[src/hw/rtl/assert_macros.svh]
// Assertion macros shared by the lux to backlight RTL.
`ifndef ASSERT_MACROS_SVH
`define ASSERT_MACROS_SVH
`ifndef SYNTHESIS
// Checked outside reset.
`define ASSERT_PROP(lbl, clk, rst, prop) \
  lbl: assert property (@(posedge clk) disable iff (rst) prop) \
    else $error("assertion failed");
// Checked in every cycle, reset included.
`define ASSERT_RESET(lbl, clk, prop) \
  lbl: assert property (@(posedge clk) prop) \
    else $error("reset assertion failed");
`else
`define ASSERT_PROP(lbl, clk, rst, prop)
`define ASSERT_RESET(lbl, clk, prop)
`endif
`endif

[src/hw/rtl/lbc_pkg.sv]
// Types and constants of the lux to backlight lightness curve.
`default_nettype none
package lbc_pkg;

  localparam int Q_BITS = 24;
  localparam logic [24:0] Q_ONE = 25'(1) << Q_BITS;

  // Normalisation Y = floor(lux * 2^24 / 10000)
  localparam logic [13:0] LUX_FULL   = 14'd10000;
  localparam int          NORM_SHIFT = 14;
  localparam logic [24:0] NORM_RECIP = 25'd27487790;   // floor(2^38 / 10000)

  // Linear toe of the curve
  localparam logic [24:0] LIN_LIMIT = 25'd148579;
  localparam logic [13:0] LIN_GAIN  = 14'd9033;

  // Cube-root part: (116 * c - 16 * 2^24) / 100, worked as * 10 / 1000
  localparam int          ROOT_STEPS  = 25;
  localparam logic [6:0]  CUBE_GAIN   = 7'd116;
  localparam logic [31:0] CUBE_OFFSET = 32'd16 << Q_BITS;
  localparam logic [3:0]  CUBE_SCALE  = 4'd10;

  // Shared divide by 1000
  localparam logic [9:0]  DIV_DEN   = 10'd1000;
  localparam int          DIV_SHIFT = 35;
  localparam logic [25:0] DIV_RECIP = 26'd34359738;   // floor(2^35 / 1000)

  // Register indexes
  localparam logic [1:0] REG_MIN_LEVEL  = 2'd0;
  localparam logic [1:0] REG_MAX_LEVEL  = 2'd1;
  localparam logic [1:0] REG_FAIL_LEVEL = 2'd2;

  typedef struct packed {
    logic [7:0] min_level;
    logic [7:0] max_level;
    logic [7:0] fail_level;
  } cfg_t;

  typedef struct packed {
    logic        fail;
    logic [24:0] y;
  } y_item_t;

  typedef struct packed {
    logic        fail;
    logic [24:0] y;
    logic [24:0] c;
  } root_item_t;

endpackage
`default_nettype wire

[src/hw/rtl/lbc_map.sv]
// Lightness from Y or its cube root, divide by 1000, map onto the duty range.
`default_nettype none
`include "assert_macros.svh"
module lbc_map (
  input  wire logic                clk,
  input  wire logic                rst,
  input  wire lbc_pkg::cfg_t       cfg,
  input  wire logic                up_valid,
  output logic                     up_ready,
  input  wire lbc_pkg::root_item_t up_item,
  output logic                     dn_valid,
  input  wire logic                dn_ready,
  output logic [7:0]               duty
);
  import lbc_pkg::*;

  logic [3:0]  v;
  logic [3:0]  en;
  logic        fail1, fail2, fail3, fail4;
  logic [34:0] n1, n2;
  logic [25:0] q2;
  logic [24:0] p3;

  logic        lin;
  logic [34:0] n_lin;
  logic [31:0] a_cube;
  logic [31:0] num_cube;
  logic [34:0] n_cube;
  logic [60:0] prod_q;
  logic [34:0] rem;
  logic [25:0] p_raw;
  logic [24:0] p_sat;
  logic [7:0]  span;
  logic [32:0] prod_d;

  assign en[3] = !v[3] || dn_ready;
  assign en[2] = !v[2] || en[3];
  assign en[1] = !v[1] || en[2];
  assign en[0] = !v[0] || en[1];
  assign up_ready = en[0];

  // stage 1: numerator over 1000 for either branch
  assign lin      = up_item.y <= LIN_LIMIT;
  assign n_lin    = 35'(up_item.y[17:0]) * 35'(LIN_GAIN);
  assign a_cube   = 32'(up_item.c) * 32'(CUBE_GAIN);
  assign num_cube = (a_cube > CUBE_OFFSET) ? (a_cube - CUBE_OFFSET) : '0;
  assign n_cube   = 35'(num_cube) * 35'(CUBE_SCALE);

  // stage 2/3: reciprocal estimate, then a single correction
  assign prod_q = 61'(n1) * 61'(DIV_RECIP);
  assign rem    = n2 - 35'(q2) * 35'(DIV_DEN);
  assign p_raw  = q2 + 26'(rem >= 35'(DIV_DEN));
  assign p_sat  = (p_raw > 26'(Q_ONE)) ? Q_ONE : p_raw[24:0];

  // stage 4: linear map
  assign span   = (cfg.max_level >= cfg.min_level) ? (cfg.max_level - cfg.min_level) : '0;
  assign prod_d = 33'(p3) * 33'(span);

  always_ff @(posedge clk) begin
    if (rst) begin
      v <= '0;
    end else begin
      if (en[0]) v[0] <= up_valid;
      if (en[1]) v[1] <= v[0];
      if (en[2]) v[2] <= v[1];
      if (en[3]) v[3] <= v[2];
    end
  end

  always_ff @(posedge clk) begin
    if (en[0] && up_valid) begin
      fail1 <= up_item.fail;
      n1    <= lin ? n_lin : n_cube;
    end
    if (en[1] && v[0]) begin
      fail2 <= fail1;
      n2    <= n1;
      q2    <= prod_q[60:DIV_SHIFT];
    end
    if (en[2] && v[1]) begin
      fail3 <= fail2;
      p3    <= p_sat;
    end
    if (en[3] && v[2]) begin
      fail4 <= fail3;
      duty  <= fail3 ? cfg.fail_level : (cfg.min_level + prod_d[31:24]);
    end
  end

  assign dn_valid = v[3];

  `ASSERT_PROP(a_duty_in_range, clk, rst, (v[3] && !fail4 && cfg.max_level >= cfg.min_level) |-> (duty >= cfg.min_level && duty <= cfg.max_level))

endmodule
`default_nettype wire

[config.mk]
export PLATFORM = sky130hd
export DESIGN_NAME = lbc_map
export DESIGN_NICKNAME = d
export VERILOG_FILES = /design/src/hw/rtl/lbc_pkg.sv /design/src/hw/rtl/lbc_map.sv
export VERILOG_INCLUDE_DIRS = /design/src /design/src/hw/rtl
export SDC_FILE = /design/constraint.sdc
export NUM_CORES = 2
export LEC_CHECK = 0
export ABC_AREA = 1
export ABC_CLOCK_PERIOD_IN_PS = 10000
export BUFFER_PORTS_ARGS = -buffer_cell sky130_fd_sc_hd__buf_2
export CAP_MARGIN = 20
export CORE_UTILIZATION = 65
export DETAILED_ROUTE_END_ITERATION = 7
export GPL_TIMING_DRIVEN = 0
export PLACE_DENSITY_LB_ADDON = 0.15
export SYNTH_ARGS = -nofsm -noshare
export SYNTH_HDL_FRONTEND = slang
export SYNTH_SLANG_ARGS = --single-unit
export TNS_END_PERCENT = 30
[constraint.sdc]
create_clock -name clk -period 10 [get_ports clk]
set_input_delay 2.5 -clock clk [delete_from_list [all_inputs] [get_ports clk]]
set_output_delay 2.5 -clock clk [all_outputs]
set_load 0.01 [all_outputs]
---- Word-level counts from Yosys, hierarchy flattened ----
Cells that the tools add are included.
storage, ports and cells
  bits in registers ....................... 136
  bits in latches ......................... 0
  bits in writable memories ............... 0
  bits in read-only memories .............. 0
  input port bits ......................... 79
  output and inout port bits .............. 10
  logic and storage cells ................. 46
  memories kept ........................... 0
operators by class
  $add $sub $neg .......................... 5
  multiply operators ...................... 6
  divide/modulo/power cells ............... 0
  $lt $le $gt $ge ......................... 5
  equal/unequal tests ..................... 0
  shifts and indexed selects .............. 0
  multiplexer cells ....................... 4
  bitwise gates (word level) .............. 0
  reduce and logical (&&, ||, !) cells .... 12
operator list
  kind                    number
  $mux 32                 2
  $mul 35x25->60 const B  1
  $ge 35x10->1 const B    1
  $sub 35x35->35          1
  $mul 32x3->34 const B   1
  $gt 32x29->1 const B    1
  $mul 18x14->32 const B  1
  $mul 25x8->32           1
  $mul 26x7->32 const B   1
  $sub 32x29->32 const B  1
  $mul 25x5->30 const B   1
  $add 26x1->26           1
  $gt 26x25->1 const B    1
  $le 25x18->1 const B    1
  $mux 8                  2
  $add 8x8->8             1
  $ge 8x8->1              1
  $sub 8x8->8             1
  $logic_and 1x1->1       4
  $logic_not 1->1         4
  $logic_or 1x1->1        4

---- Logic depth before layout (Yosys ltp) ----
  word-level depth ........................ 6
  mapped depth ............................ 45
  depth with buffers taken out ............ 44

---- Worst setup path before layout ----
Ideal clock, no wire load.
  path type ............................... in2reg
  start point ............................. input cfg[8] in the netlist's numbering
  end point ............................... register duty[7], data pin
  library setup time ...................... 0.253 ns
  arrival ................................. 8.891 ns
  required time ........................... 9.747 ns
  path slack .............................. 0.855 ns
  stages on the path ...................... 38
  buffers on the path ..................... 1
  cell sequence ........................... inv_1 ha_1 inv_1 fa_1 nand2_1 nand2_1 a31oi_1 or2_2 nand3_1 inv_1 clkbuf_1 nand2_1 fa_1 inv_1 fa_1 fa_1 fa_1 ha_1 [2 not listed] inv_1 o21a_1 o21ai_0 a31oi_1 o21a_1 nand2_1 xor2_1 ha_1 nand3_1 and2_1 inv_1 a21oi_1 xor2_1 nor2_1 nor2_1 nand3_1 nand3_1 nand2_1
on the way
  cells in the longest elaborated chain, start to end .. 5
RTL lines
  element                                    RTL line       RTL
  start: declaration                         lbc_map.sv:7   input wire lbc_pkg::cfg_t cfg,
  $sub 8x8->8 or $ge 8x8->1 (tied branches)  lbc_map.sv:56  assign span = (cfg.max_level >= cfg.min_level) ? (cfg.max_level - cfg.min_level) : '0;
  $mux 8 (*)                                 lbc_map.sv:56
  $mul 25x8->32 (*)                          lbc_map.sv:57  assign prod_d = 33'(p3) * 33'(span);
  $add 8x8->8 (*)                            lbc_map.sv:86  duty <= fail3 ? cfg.fail_level : (cfg.min_level + prod_d[31:24]);
  $mux 8 (*)                                 lbc_map.sv:86
  end signal: assignment                     lbc_map.sv:86
  end: declaration                           lbc_map.sv:13  output logic [7:0] duty
Every way passes the cells marked *; elsewhere a longest branch is shown, timed or not.
A chain may end at the register's enable or synchronous reset.

---- Worst setup path after layout ----
Same ends and word-level chain as after synthesis.

==> summary.txt <==
Route
  • Post-route met1 wirelength: about 45 mm
  • Via density per instance: around 5.4
  • DRT iter0 DRCs: around 2100
  • Met2 wire len: about 50 mm
  • DR top layer: met4
  • DR DRC count: 0
  • Remaining antenna violation count after routing: 0
  • First drt pass iteration count: 6
  • Avg WL per Cell: 17.0 um
  • Routed wire length on met3: 6.55 mm
  • Total Routed Length: about 110 mm
  • Vias: roughly 34000

Clock tree
  • H-tree Lvls: 4
  • Worst-path clk slew: ~0.060 ns
  • CTS sink count: between 100 and 150
  • Cts bufs inserted: 17
  • Clock Tree Buf Depth: 2
  • Clock root buffer master: clkbuf_16
  • Clk Latency, worst-skew pair: 0.49 ns
  • Hold_buf cts: 0
  • CTS tree: yes

Timing
  • Relative slew slack: 43.1%
  • Max Slew Vio Count: 0
  • Final Hold Viols: 0
  • Worst-margin pin slew: about 0.85 ns
  • Crit path time final: roughly 9.6 ns
  • Setup ws final: approximately 0.44 ns
  • Period utilisation layout: between 90% and 100%
  • Final Skew: between 0.02 and 0.025 ns
  • Final setup violating endpoints: 0
  • Max Freq: roughly 0.10 GHz

Die
  • Core area: roughly 64000 um^2
  • Initial Util: 66.2%
  • DIE HEIGHT: about 260 um
  • Row count: slightly above 90
  • IO Pins: between 80 and 90
  • Chip Width: 256 um
  • Die area: 65700 um^2

Synth
  • Syn avg cell area: roughly 8.1 um^2
  • Synth cell types: 56
  • Mapped Cells: 5189
  • Top cell type's share of synthesized area: ~29%
  • Seq/Total Area, Yosys: about a tenth
  • Area contributors post-synth: fa_1 29%, ha_1 23%, inv_1 12%
  • Synthesized area: 42000 um^2
  • Post-synth top area cell: fa_1
  • Yosys warns: 0
  • Async SR Flop Fraction: 0%
  • Count leader, synth: inv_1
  • Synth Register Bits: between 100 and 150
  • Main synth FF type: edfxtp_1
  • Most frequent cells after synthesis: 1372 x inv_1, 887 x nand2_1, 762 x ha_1
  • Post-synth EDFFs: 129
  • Syn Nets: ~6600

Placed design
  • Post-place setup slack: -0.689 ns
  • Port Buf Inserts: 88
  • Hpwl dp: just over 90 mm
  • GP Congestion: 0.991
  • Placed Area: between 40000 and 50000 um^2

Cells and area
  • Util after Layout: around 70%
  • Share of layout cells above drive strength 1: between 4 and 5%
  • Syn-to-layout area delta: 5.49%
  • Design area: 44300 um^2
  • # diodes: 0
  • Final #Nets: 6749

Global route
  • GRT Util Overall: between 30% and 40%
  • Vias in the first global route: roughly 35000
  • Largest net degree at the start of global routing: 47
  • First-pass GRT wire length: approximately 170 mm
  • Overflow left after global routing: 0
  • Initial antenna violation count: 0

Worst setup path
  • CP Max Fanout: 10
  • Cell mode on critical path: nand2_1
  • Critical path's largest stage delay: ~0.58 ns
  • Crit end category: flop
  • Startpoint types: input pin
  • Required @ worst endpoint: ~10 ns
  • Arrival time worst endpoint: about 9.8 ns
  • Critical path type: input pin to flop
  • Crit-path slowest cell: fa_1

Hold path
  • Hold WC Path Type: flop to flop

Status
  • Status: complete, no violations

Job
  • Max cap viols: 0
## path summary, 6_finish.rpt
| kind | endpoint | depth (start not counted) | startpoint | slack [ns] |
|---|---|---|---|---|
| worst max-delay path | duty[7]$_DFFE_PP_ | 39 | cfg[8] | 0.44 |
| worst min-delay path | fail3$_DFFE_PP_ | 0 | fail2$_DFFE_PP_ | 0.43 |
| worst max register to register | p3[6]$_SDFFCE_PN0P_ | 38 | q2[0]$_DFFE_PP_ | 0.77 |
| worst min register to register | fail3$_DFFE_PP_ | 0 | fail2$_DFFE_PP_ | 0.43 |
## critical path: cells and delay by family
kind                     cells  cell delay (ns)
adder cells (fa/ha/maj)      8             3.22
AND/OR/NAND/NOR             16             1.77
buffers and inverters        8             1.06
AO/OA/AOI/OAI                5             0.83
XOR/XNOR                     2             0.42
## what timing repair did
action | 4_1_cts | 5_1_grt
setup buffers | 0 | 5
pin swaps | 0 | 2
endpoints found under the setup margin | 1 | 4
gates cloned | 0 | 0
resized for setup | 5 | 51
## sequential cells by signal (all words and copies together), names as in the netlist
| signal | flops |
|---|---|
| fail2 | 1 |
| n2 | 32 |
| p3 | 25 |
| n1 | 35 |
| fail1 | 1 |
| fail3 | 1 |
| v | 4 |
| q2 | 26 |
| duty | 8 |
## metal layers
metal,up-vias,track usage (%)
li1,16380,-
met1,16076,43.7
met2,912,55.9
met3,199,5.31
met4,0,12.3
met5,-,0
## kinds of logic (layout without fill, tap and decap cells)
logic type / after synthesis / in the layout / share of synthesized area, %
XOR/XNOR: 148 / 148 / 3.08
buffers and inverters: 1407 / 1533 / 12.7
AND/OR/NAND/NOR: 1553 / 1553 / 15.3
adder cells (fa/ha/maj): 1366 / 1366 / 51.4
flip-flops: 133 / 133 / 9.41
AO/OA/AOI/OAI: 582 / 582 / 8.10
## cell type report
| class | instances | area, um^2 |
|---|---|---|
| clock inverters | 13 | 160 |
| multi-input cells | 3649 | 32800 |
| repair buffers | 96 | 551 |
| plain buffers | 28 | 170 |
| well taps | 846 | 1060 |
| inverters | 1379 | 5180 |
| clock buffers | 17 | 425 |
| fillers | 5303 | 19200 |
| flip-flops and latches | 133 | 3950 |
## metrics by stage
| step | hold WS, ns | instances | TNS, ns |
|---|---|---|---|
| after global placement | 0.409 | 6123 | -1.10 |
| after global routing | 0.453 | 6161 | -0.0672 |
| after floorplan | 0.400 | 5189 | 0 |
| after detailed placement | 0.412 | 6125 | -1.22 |
| after CTS | 0.439 | 6155 | 0 |
| final | 0.431 | 6161 | 0 |
## cell usage in the layout, fill, tap and decap left out, types with 9 or more instances in the layout
cell type and n:
a21boi_0 13, a21boi_2 20, a21o_1 41, a21oi_1 259, a31oi_1 26, and2_1 9
buf_2 90, clkbuf_16 17, edfxtp_1 129, fa_1 604, ha_1 761, inv_1 1367
nand2_1 887, nand3_1 130, nand4_1 41, nor2_1 381, nor3_1 29, nor4_1 24
o211ai_1 12, o21a_1 10, o21ai_0 149, o21bai_1 15, o31ai_1 12, xnor2_1 54
xor2_1 93
Power is not shown: default switching activity piles up to over one toggle a cycle in this logic, so the estimate is an artifact.
