==> src/hw/rtl/assert_macros.svh <==
// Assertion macros shared by the lux to backlight RTL.
`ifndef ASSERT_MACROS_SVH
`define ASSERT_MACROS_SVH
`ifndef SYNTHESIS
// Checked outside reset.
`define ASSERT_PROP(lbl, clk, rst, prop) \
  lbl: assert property (@(posedge clk) disable iff (rst) prop) \
    else $error("assertion failed");
// Checked in every cycle, reset included.
`define ASSERT_RESET(lbl, clk, prop) \
  lbl: assert property (@(posedge clk) prop) \
    else $error("reset assertion failed");
`else
`define ASSERT_PROP(lbl, clk, rst, prop)
`define ASSERT_RESET(lbl, clk, prop)
`endif
`endif

==> src/hw/rtl/lbc_pkg.sv <==
// Types and constants of the lux to backlight lightness curve.
`default_nettype none
package lbc_pkg;

  localparam int Q_BITS = 24;
  localparam logic [24:0] Q_ONE = 25'(1) << Q_BITS;

  // Normalisation Y = floor(lux * 2^24 / 10000)
  localparam logic [13:0] LUX_FULL   = 14'd10000;
  localparam int          NORM_SHIFT = 14;
  localparam logic [24:0] NORM_RECIP = 25'd27487790;   // floor(2^38 / 10000)

  // Linear toe of the curve
  localparam logic [24:0] LIN_LIMIT = 25'd148579;
  localparam logic [13:0] LIN_GAIN  = 14'd9033;

  // Cube-root part: (116 * c - 16 * 2^24) / 100, worked as * 10 / 1000
  localparam int          ROOT_STEPS  = 25;
  localparam logic [6:0]  CUBE_GAIN   = 7'd116;
  localparam logic [31:0] CUBE_OFFSET = 32'd16 << Q_BITS;
  localparam logic [3:0]  CUBE_SCALE  = 4'd10;

  // Shared divide by 1000
  localparam logic [9:0]  DIV_DEN   = 10'd1000;
  localparam int          DIV_SHIFT = 35;
  localparam logic [25:0] DIV_RECIP = 26'd34359738;   // floor(2^35 / 1000)

  // Register indexes
  localparam logic [1:0] REG_MIN_LEVEL  = 2'd0;
  localparam logic [1:0] REG_MAX_LEVEL  = 2'd1;
  localparam logic [1:0] REG_FAIL_LEVEL = 2'd2;

  typedef struct packed {
    logic [7:0] min_level;
    logic [7:0] max_level;
    logic [7:0] fail_level;
  } cfg_t;

  typedef struct packed {
    logic        fail;
    logic [24:0] y;
  } y_item_t;

  typedef struct packed {
    logic        fail;
    logic [24:0] y;
    logic [24:0] c;
  } root_item_t;

endpackage
`default_nettype wire

==> src/hw/rtl/lbc_norm.sv <==
// Clamp of the lux reading and normalisation to Q24, three stages.
`default_nettype none
`include "assert_macros.svh"
module lbc_norm (
  input  wire logic            clk,
  input  wire logic            rst,
  input  wire logic            up_valid,
  output logic                 up_ready,
  input  wire logic [15:0]     lux,
  output logic                 dn_valid,
  input  wire logic            dn_ready,
  output lbc_pkg::y_item_t     dn_item
);
  import lbc_pkg::*;

  logic [2:0]  v;
  logic [2:0]  en;
  logic        fail1, fail2;
  logic [13:0] lux1, lux2;
  logic [24:0] q2;
  logic [13:0] luxc;
  logic [38:0] prod1;
  logic [37:0] prod2;
  logic [37:0] rem;
  logic [24:0] y_next;

  assign en[2] = !v[2] || dn_ready;
  assign en[1] = !v[1] || en[2];
  assign en[0] = !v[0] || en[1];
  assign up_ready = en[0];

  assign luxc   = (lux[14:0] > {1'b0, LUX_FULL}) ? LUX_FULL : lux[13:0];
  assign prod1  = 39'(lux1) * 39'(NORM_RECIP);
  assign prod2  = 38'(q2) * 38'(LUX_FULL);
  assign rem    = {lux2, 24'b0} - prod2;
  // estimate is exact or one low
  assign y_next = q2 + 25'(rem >= 38'(LUX_FULL));

  always_ff @(posedge clk) begin
    if (rst) begin
      v <= '0;
    end else begin
      if (en[0]) v[0] <= up_valid;
      if (en[1]) v[1] <= v[0];
      if (en[2]) v[2] <= v[1];
    end
  end

  always_ff @(posedge clk) begin
    if (en[0] && up_valid) begin
      fail1 <= lux[15];
      lux1  <= luxc;
    end
    if (en[1] && v[0]) begin
      fail2 <= fail1;
      lux2  <= lux1;
      q2    <= prod1[38:NORM_SHIFT];
    end
    if (en[2] && v[1]) begin
      dn_item.fail <= fail2;
      dn_item.y    <= y_next;
    end
  end

  assign dn_valid = v[2];

  `ASSERT_PROP(a_y_in_range, clk, rst, (dn_valid && !dn_item.fail) |-> (dn_item.y <= Q_ONE))

endmodule
`default_nettype wire

==> config.mk <==
export PLATFORM = sky130hd
export DESIGN_NAME = lbc_norm
export DESIGN_NICKNAME = d
export VERILOG_FILES = /design/src/hw/rtl/lbc_pkg.sv /design/src/hw/rtl/lbc_norm.sv
export VERILOG_INCLUDE_DIRS = /design/src /design/src/hw/rtl
export SDC_FILE = /design/constraint.sdc
export NUM_CORES = 1
export LEC_CHECK = 0
export BUFFER_PORTS_ARGS = -buffer_cell sky130_fd_sc_hd__buf_2
export CORE_ASPECT_RATIO = 1.1
export CORE_MARGIN = 5
export CORE_UTILIZATION = 40
export CTS_CLUSTER_SIZE = 14
export DETAILED_ROUTE_END_ITERATION = 6
export GPL_TIMING_DRIVEN = 0
export MAX_ROUTING_LAYER = met4
export SLEW_MARGIN = 20
export SYNTH_ARGS = -nofsm -noshare
export SYNTH_HDL_FRONTEND = slang
export SYNTH_SLANG_ARGS = --single-unit
==> constraint.sdc <==
create_clock -name clk -period 15.3 [get_ports clk]
set_clock_uncertainty 0.05 [all_clocks]
set_input_delay 1.53 -clock clk [delete_from_list [all_inputs] [get_ports clk]]
set_output_delay 1.53 -clock clk [all_outputs]
set_load 0.02 [all_outputs]
======== Yosys cells after proc, flatten, opt, wreduce, memory -nomap -nowiden ========
Index checks and enable logic that the tools add are counted.
storage, ports and cells
  register bits after elaboration ......... 84
  output and inout bits ................... 28
  logic and storage cells ................. 25
operators by class
  $mul .................................... 2
  reductions and logical operators ........ 9
  $add $sub $neg .......................... 2
  $lt $le $gt $ge ......................... 2
operators with widths
  operator                count
  $ge 38x14->1 const B    1
  $mul 14x24->38 const B  1
  $sub 38x38->38          1
  $mul 25x10->34 const B  1
  $add 25x1->25           1
  $gt 15x14->1 const B    1
  $logic_and 1x1->1       3
  $logic_not 1->1         3
  $logic_or 1x1->1        3

======== Logic depth before layout (Yosys ltp) ========
Gate-level depths: netlist (run 1).
  word-level depth ........................ 5
  depth in mapped cells ................... 43
  depth with buffers taken out ............ 42

======== Worst setup path after synthesis (run 1) ========
No wires, ideal clock.
  path type ............................... register to register
  start point ............................. register q2[4]
  end point ............................... register dn_item[23] in the netlist's numbering (data pin)
  data arrival time ....................... 8628 ps
  slack ................................... 6362 ps
  stages on the path, launching flop included .. 41
  path buffers ............................ 1
  setup time .............................. 260 ps
  path through ............................ edfxtp_1 > inv_1 > fa_1 > inv_1 > ha_1 > inv_1 > fa_1 > inv_1 > ha_1 > inv_1 > fa_1 > inv_1 > ha_1 > buf_4 > a41o_1 > o211a_1 > o31ai_1 > nand2_1 > (+5 left out) > a21o_1 > a21o_1 > a21oi_1 > o21ai_0 > a31oi_1 > a21oi_1 > a2111oi_2 > o221ai_1 > a2111oi_2 > nand4_1 > or4_1 > ha_1 > and3_1 > and4_1 > and2_1 > and4_1 > nand3_1 > xnor2_1
on the way
  longest elaborated chain between the ends .. 4
RTL lines
  item                      RTL line        RTL
  start: declaration        lbc_norm.sv:20  logic [24:0] q2;
  start signal: assignment  lbc_norm.sv:57  q2 <= prod1[38:NORM_SHIFT];
  $mul 25x10->34            lbc_norm.sv:34  assign prod2 = 38'(q2) * 38'(LUX_FULL);
  $sub 38x38->38            lbc_norm.sv:35  assign rem = {lux2, 24'b0} - prod2;
  $ge 38x14->1              lbc_norm.sv:37  assign y_next = q2 + 25'(rem >= 38'(LUX_FULL));
  $add 25x1->25 *           lbc_norm.sv:37
  net y_next[23]            lbc_norm.sv:25  logic [24:0] y_next;
  end: declaration          lbc_norm.sv:12  output lbc_pkg::y_item_t dn_item
The timed path passes the listed nets; every way through them passes the cells marked *.
A chain may end at the register's enable or synchronous reset.

======== Worst setup path in the final report (run 1) ========
  start point ............................. register q2[4]
  end point ............................... register dn_item[24] in the netlist's numbering (data pin)
The elaborated chain is that of the path after synthesis.

==> results of run 1 <==
[critical path, delay by kind of cell (launching register included)]
family / cells / cell delay (ns)
AO/OA/AOI/OAI: 15 / 3.85
XOR/XNOR: 2 / 0.20
adder cells (fa/ha/maj): 8 / 3.05
buffers and inverters: 7 / 0.61
flip-flops: 1 / 0.49
AND/OR/NAND/NOR: 10 / 2.09
[registers in the layout, indices dropped and copies added (netlist names)]
signal	cells
dn_item	26
fail1	1
fail2	1
lux1	14
lux2	14
q2	25
v	3
[cell usage after synthesis (12+ instances only)]
master	count	share of area [%]
sky130_fd_sc_hd__ha_1	276	24
sky130_fd_sc_hd__nand4_1	12	0.53
sky130_fd_sc_hd__xnor2_1	57	3.5
sky130_fd_sc_hd__xor2_1	26	1.6
sky130_fd_sc_hd__nand2_1	46	1.2
sky130_fd_sc_hd__a21oi_1	58	2.1
sky130_fd_sc_hd__and2_1	17	0.75
sky130_fd_sc_hd__fa_1	176	25
sky130_fd_sc_hd__nor2_1	40	1.1
sky130_fd_sc_hd__inv_1	311	8.3
sky130_fd_sc_hd__o21ai_0	21	0.74
sky130_fd_sc_hd__and3_1	12	0.53
sky130_fd_sc_hd__edfxtp_1	81	17
sky130_fd_sc_hd__nor3_1	16	0.57
sky130_fd_sc_hd__nand3_1	23	0.81
sky130_fd_sc_hd__a21o_1	27	1.4
[per-layer routing]
layer  GRT usage, %  wire, um  vias up
met1          21.85     14040     4615
met2          30.05     16090      147
li1               -         -     4699
met3          1.835       673       56
met4          6.911      1187        0
met5              -         0        -
[per-stage QoR]
stage	util, %	instance area, um^2	hold slack, ns	setup slack [ns]	instances
floorplan	-	14130	0.3503	6.362	1364
global placement	42.59	14930	0.3889	4.575	1855
detailed placement	42.90	15030	0.3808	4.578	1858
CTS	43.77	15340	0.3976	4.532	1874
global route	43.77	15340	0.4083	3.956	1874
finish	43.77	15340	0.3880	4.701	1874
[cell type report]
class                           count  area [um^2]
Inverter                          312         1171
Buffer                             11        78.83
Clock buffer                        9        225.2
Multi-Input combinational cell    957        10420
Fill cell                        3313        19710
Timing Repair Buffer               50        317.8
Sequential cell                    84         2492
Clock inverter                      7        78.83
Tap cell                          444        555.5
[worst max-delay path by stage]
stage,startpoint,end,slack [ns]
2_1_floorplan,q2[4]$_DFFE_PP_,dn_item[23]$_DFFE_PP_,6.36
3_3_place_gp,q2[4]$_DFFE_PP_,dn_item[24]$_DFFE_PP_,4.57
3_5_place_dp,q2[4]$_DFFE_PP_,dn_item[24]$_DFFE_PP_,4.58
4_1_cts,q2[4]$_DFFE_PP_,dn_item[24]$_DFFE_PP_,4.53
5_1_grt,q2[6]$_DFFE_PP_,dn_item[24]$_DFFE_PP_,3.96
6_report,q2[4]$_DFFE_PP_,dn_item[24]$_DFFE_PP_,4.70
[cell families after synthesis]
group | Yosys count | synth area share (%)
flops | 84 | 17.63
fa+ha+maj | 452 | 49.36
xor+xnor | 84 | 5.258
simple gates | 216 | 8.524
mux | 4 | 0.3010
compound gates | 201 | 10.08
buf+inv | 323 | 8.843
==> results by stage, run 1 <==
Detailed routing:
- The total wire length is around 32,000 um.
- The detailed router finished its first iteration with 555 violations.
- The remaining antenna violation count after routing is 0.
- The wire length per cell after detailed routing is 17.07 um.
- The post-detailed-route DRC marker count is 0.
- The via count is about 9,500.
- The first detailed-routing pass ran for 5 iterations.
- Dividing the detail-routed via count by the number of cells gives 5.078.

Placement:
- The half-perimeter wire length after placement is roughly 28,000 um.
- The number of port buffers is between 40 and 50.
- At the end of routability-driven placement, the weighted congestion stood at 0.9556.

Clock tree:
- After clock tree synthesis, the flow added hold-fix buffers numbering 0.
- Clock-pin slew was measured on the worst setup and hold paths at 0.08 ns.
- Once the clock tree was built, the resizer swapped 0 gates to a different size.
- The maximum count of clock buffers along a single path is 2.
- CTS saw 84 sinks.
- The total number of H-tree levels is 3.
- Clock tree synthesis inserted a total of 9 buffers.
- The clock network latency to the later pin of the worst-skew pair is 0.37 ns.
- TritonCTS built the clock tree.
- Once the clock tree was built, the setup fixing pass inserted 0 buffers.
- CTS placed an instance of sky130_fd_sc_hd__clkbuf_16 at the clock tree root.

Setup path:
- The worst path arrival time is 10.67 ns.
- The length in cells of the worst reg-to-reg path is 42.
- The register-to-register setup slack is 4.70 ns.
- The worst setup path is captured at a register.
- The end of the worst register-to-register path is dn_item[24]$_DFFE_PP_.
- The kind of start point of the critical path is a register.
- The biggest cell delay along the critical path is 0.65 ns.
- The startpoint identified for the worst register-to-register timing path is q2[4]$_DFFE_PP_.
- Data on the critical path is required at its endpoint by between 15 and 20 ns.
- Among the stages of the critical path, the cell type that occurs most often is sky130_fd_sc_hd__inv_1.
- The top fanout value on the critical path is 9.
- Among all stages on the critical path, the largest delay is contributed by sky130_fd_sc_hd__or4_1.
- The setup path with the least slack is of type reg -> reg.

Logic synthesis:
- The number of enable-type register cells in the synthesized netlist is just over 80.
- The netlist area before placement is roughly 14,000 um^2.
- The cell count after synthesis is approximately 1,400.
- Synthesis produced a netlist with a net count of roughly 1,800.
- The most instantiated flip-flop cell in the synthesis netlist is sky130_fd_sc_hd__edfxtp_1.
- The synthesized flop and latch total is 84.
- The Yosys step of the flow raised 0 warnings.
- Dividing the synthesized area by the synthesized cell count gives between 10 and 15 um^2.
- Of the synthesized area, sequential elements account for about 18%.
- The fraction of registers with async set or reset after synthesis is 0%.
- In this run, distinct cell masters in the synthesized netlist total 84.

Floorplan:
- The floorplan step defined a die boundary enclosing a little under 40,000 um^2.
- The chip height is 207.2 um.
- The floorplan step set the die width to 189.2 um.
- The starting utilization of the core area is around two fifths.
- The area inside the core boundary is around 35,000 um^2.
- The count of boundary I/O pins is 48.
- The row count is 72.

STA:
- Setup repair after global routing left no endpoint under its margin.
- The hold violation count in the final report is 0.
- The minimum period implied by the final worst setup slack is approximately 11 ns.
- For the final routed database, the setup TNS stands at 0 ns.
- The total of endpoints with negative setup slack in the final report is 0.
- The worst relative slew slack is 31.79%.
- The achievable frequency is 94.35 MHz.
- The final count of pins violating max slew was 0.
- The share of the clock period used by the worst path after layout is between 60% and 70%.
- For the pin with the worst max-slew slack, the measured transition is approximately 1.0 ns.

Finish:
- The share of layout cells above drive strength 1 is under 10%.
- The library cells used most frequently in the layout, excluding fill and tap cells, are 311 x sky130_fd_sc_hd__inv_1, 276 x sky130_fd_sc_hd__ha_1, 176 x sky130_fd_sc_hd__fa_1.
- The most common library cell in the layout ignoring fill and taps is sky130_fd_sc_hd__inv_1.
- The final-stage net count is 1,897.
- The area added between synthesis and finish is 8.507%.
- The number of diodes added for antenna fixing is 0.

Global routing:
- The initial antenna violation count is 0.
- The largest net degree at the start of global routing is 25.
- The global route total overflow is 0.
- The overall routing resource usage is between 10% and 20%.
- The via count of the first global-routing pass is just over 10,000.
- The wire length of the first global-routing pass is roughly 53,000 um.

Hold path:
- The startpoint identified for the worst hold timing path is fail2$_DFFE_PP_.
- The number of instances on the worst hold path is 0.
- The worst hold path endpoint is dn_item[25]$_DFFE_PP_.
- The worst hold path belongs to the class reg -> reg.

Outcome:
- The run finished with clean final reports.

Run:
- The tool flagged a number of max-cap violations equal to 0.
Power of run 1 is not shown: default switching activity piles up to over one toggle a cycle in this logic, so the estimate is an artifact.
==> inputs of run 2 (changes only) <==
- ABC_AREA: not set -> 1
- clock period: 15.3 -> 10.1 ns (I/O delays scaled with it)
==> results by stage, run 2 <==
Outcome:
- Status: completed (unchanged).

Finish:
- Registers with the most flip-flops: dn_item (26), q2 (25) (unchanged).
- The most common library cell in the layout ignoring fill and taps is sky130_fd_sc_hd__inv_1 (unchanged).
- The register with the most flip-flops is dn_item (unchanged).
- The number of flip-flops in the largest register is 26 (unchanged).
- The area of all placed cells without fillers is 16,530 um^2 (was 15,340 um^2).
- The number of fill cells in the layout is 3,813 (was 3,313).
- The share of layout cells above drive strength 1 was 6.253% (was 7.832%).
- The area added between synthesis and finish is 7.749% (was 8.507%).
- Commonest cells after routing, fill and taps aside: 453 x sky130_fd_sc_hd__inv_1, 281 x sky130_fd_sc_hd__nand2_1, 276 x sky130_fd_sc_hd__ha_1 (was 311 x sky130_fd_sc_hd__inv_1, 276 x sky130_fd_sc_hd__ha_1, 176 x sky130_fd_sc_hd__fa_1).
- The share of the core filled with cells in the final layout is 43.49% (was 43.77%).
- The final-stage net count came to 2,339 (was 1,897).
- The number of diodes added for antenna fixing came to 0 (unchanged).

Logic synthesis:
- The fraction of registers with async set or reset after synthesis is 0% (unchanged).
- The post-synth net total came to 2,280 (was 1,836).
- The most instantiated flip-flop cell in the synthesis netlist is sky130_fd_sc_hd__edfxtp_1 (unchanged).
- Most area-consuming cells after synthesis: sky130_fd_sc_hd__fa_1 23%, sky130_fd_sc_hd__ha_1 23%, sky130_fd_sc_hd__edfxtp_1 16% (was sky130_fd_sc_hd__fa_1 25%, sky130_fd_sc_hd__ha_1 24%, sky130_fd_sc_hd__edfxtp_1 17%).
- The number of warnings printed during yosys synthesis is 0 (unchanged).
- Most common library cells after synthesis: 454 x sky130_fd_sc_hd__inv_1, 281 x sky130_fd_sc_hd__nand2_1, 276 x sky130_fd_sc_hd__ha_1 (was 311 x sky130_fd_sc_hd__inv_1, 276 x sky130_fd_sc_hd__ha_1, 176 x sky130_fd_sc_hd__fa_1).
- The netlist area before placement is 15,340 um^2 (was 14,130 um^2).
- The cell count after synthesis came to 1,808 (was 1,364).
- The synthesized flop and latch total is 84 (unchanged).
- The mean post-synth cell area was 8.484 um^2 (was 10.36 um^2).
- The proportion of netlist area held by the largest area contributor is 22.97% (was 24.93%).
- The cell type with the largest total area after synthesis is sky130_fd_sc_hd__fa_1 (unchanged).
- The proportion of synthesized chip area in sequential cells is 16.25% (was 17.63%).
- The number of enable-type register cells in the synthesized netlist is 81 (unchanged).
- The count of unique library cells instantiated by Yosys came to 46 (was 84).
- The most frequently used cell type in the post-synthesis netlist is sky130_fd_sc_hd__inv_1 (unchanged).

Detailed routing:
- The post-detailed-route DRC marker count is 0 (unchanged).
- The via count is 11,750 (was 9,517).
- The total wire length is 37,950 um (was 31,990 um).
- The vias per cell is 4.956 (was 5.078).
- The length of the first detailed-routing pass in iterations came to 5 (unchanged).
- The initial detailed-routing violation count is 502 (was 555).
- The remaining antenna violation count after routing is 0 (unchanged).
- The wire length per cell after detailed routing is 16.00 um (was 17.07 um).

Global routing:
- The overall routing resource usage is 18.80% (was 17.72%).
- The largest net degree at the start of global routing came to 41 (was 25).
- The global route total overflow is 0 (unchanged).
- The initial antenna violation count is 0 (unchanged).
- The via count of the first global-routing pass is 12,200 (was 10,280).
- The wire length of the first global-routing pass is 61,310 um (was 53,300 um).

Setup path:
- The worst setup path category is reg -> reg (unchanged).
- The kind of start point of the critical path is a register (unchanged).
- The required time at the worst-slack endpoint was 10.16 ns (was 15.38 ns).
- The slowest stage cell on the critical path is sky130_fd_sc_hd__edfxtp_1 (was sky130_fd_sc_hd__or4_1).
- The most numerous cell on the critical path is sky130_fd_sc_hd__inv_1 (unchanged).
- The worst path arrival time was 9.44 ns (was 10.67 ns).
- The kind of capture point of the worst setup path is a register (unchanged).
- The biggest cell delay along the critical path is 0.63 ns (was 0.65 ns).
- The top fanout value on the critical path is 6 (was 9).

Floorplan:
- The area enclosed by the die boundary came to 42,370 um^2 (was 39,200 um^2).
- The starting utilization of the core area is 40.36% (was 40.33%).
- The count of boundary I/O pins was 48 (unchanged).
- The row count is 75 (was 72).
- The area inside the core boundary was 38,010 um^2 (was 35,040 um^2).
- The die boundary width is 196.7 um (was 189.2 um).
- The chip height is 215.4 um (was 207.2 um).

Clock tree:
- The number of sinks driven by the clock tree was 84 (unchanged).
- The maximum count of clock buffers along a single path is 2 (unchanged).
- The total number of H-tree levels was 3 (unchanged).
- The TritonCTS clock tree is built (unchanged).
- The setup fix buffers added after clock tree synthesis is 0 (unchanged).
- The CTS buffer count is 9 (unchanged).
- The post-cts repair resize count came to 0 (unchanged).
- The clock network latency to the later pin of the worst-skew pair is 0.37 ns (about the same).
- The number of hold buffers added after CTS was 0 (unchanged).
- The post-CTS clock slew at the launch and capture registers of the worst setup and hold paths is 0.07 ns (was 0.08 ns).
- The clock root buffer was sky130_fd_sc_hd__clkbuf_16 (unchanged).

STA:
- The minimum period implied by the final worst setup slack is 9.381 ns (was 10.60 ns).
- The worst relative slew slack is 36.34% (was 31.79%).
- The final count of pins violating max slew was 0 (unchanged).
- The achievable frequency was 106.6 MHz (was 94.35 MHz).
- The hold violation count in the final report is 0 (unchanged).
- The sum of negative setup slack is 0 ns (unchanged).
- The transition time at the pin with the least slew margin came to 0.9549 ns (was 1.023 ns).
- The share of the clock period used by the worst path after layout is 92.88% (was 69.27%).
- The total of endpoints with negative setup slack in the final report is 0 (unchanged).
- RSZ-0062 raised after global routing: no (unchanged).

Run:
- The number of maximum-capacitance constraint violations is 0 (unchanged).

Hold path:
- The path type of the worst min-delay path is reg -> reg (unchanged).

Placement:
- The total placed instance area was 16,240 um^2 (was 15,030 um^2).
- The final RePlAce weighted congestion was 0.9423 (was 0.9556).
- The half-perimeter wire length after placement is 33,700 um (was 28,130 um).
- The number of port buffers was 47 (unchanged).
[run 2: cell types whose count changed in the layout (fill, tap and decap cells not counted), moves of 33 or more]
| cell | previous run | this run |
|---|---|---|
| sky130_fd_sc_hd__inv_1 | 311 | 453 |
| sky130_fd_sc_hd__a21oi_1 | 58 | 96 |
| sky130_fd_sc_hd__nand2_1 | 46 | 281 |
| sky130_fd_sc_hd__nand3_1 | 23 | 71 |
| sky130_fd_sc_hd__nor2_1 | 40 | 114 |
| sky130_fd_sc_hd__xor2_1 | 26 | 59 |
| sky130_fd_sc_hd__xnor2_1 | 57 | 17 |
[run 2: layer usage]
metal | track usage (%) | part of all wire, % | vias up
met2 | 33.48 | 52 | 237
met4 | 6.657 | 3.3 | 0
li1 | - | - | 5812
met3 | 1.762 | 2.7 | 84
met1 | 22.19 | 42 | 5618
met5 | - | 0 | -
[run 2: final cells by class]
class / count / area, um^2 / share of cell area [%]
clock buffer: 9 / 225.2 / 1.363
tap: 500 / 625.6 / 3.785
multi-input combinational: 1266 / 11140 / 67.40
clock inverter: 6 / 63.81 / 0.3861
timing repair buffer: 48 / 262.8 / 1.590
inverter: 458 / 1719 / 10.40
sequential: 84 / 2492 / 15.08
[run 2: per-stage QoR]
stage	hold slack, ns	std cells	worst slack [ns]
2_1_floorplan	0.3503	1808	2.792
3_3_place_gp	0.3562	2355	0.7167
3_5_place_dp	0.3598	2356	0.7539
4_1_cts	0.3743	2371	0.7139
5_1_grt	0.3935	2371	0.1752
6_report	0.3725	2371	0.7193
[run 2: path summary, 6_finish.rpt]
path | from | end | slack (ns) | cells after the start
hold / removal | fail2$_DFFE_PP_ | dn_item[25]$_DFFE_PP_ | 0.37 | 0
hold reg to reg | fail2$_DFFE_PP_ | dn_item[25]$_DFFE_PP_ | 0.37 | 0
setup / recovery | q2[8]$_DFFE_PP_ | dn_item[23]$_DFFE_PP_ | 0.72 | 44
setup reg to reg | q2[8]$_DFFE_PP_ | dn_item[23]$_DFFE_PP_ | 0.72 | 44
[run 2: cell families after synthesis]
kind of cell,count (synthesis),synth area share (%)
flops,84,16.25
simple gates,560,16.10
xor+xnor,76,4.339
compound gates,178,6.623
buf+inv,458,11.21
fa+ha+maj,452,45.48
[run 2: critical path: cells and delay by family (launching register included)]
family                     cells  cell delay, ns
adders and majority gates      8            3.09
and+or+nand+nor               16            2.36
AOI/OAI and AO/OA             10            1.79
buffers and inverters          8            0.71
DFF                            1            0.63
xor gates and xnor gates       2            0.46
Power of run 2 is left out for the same reason.
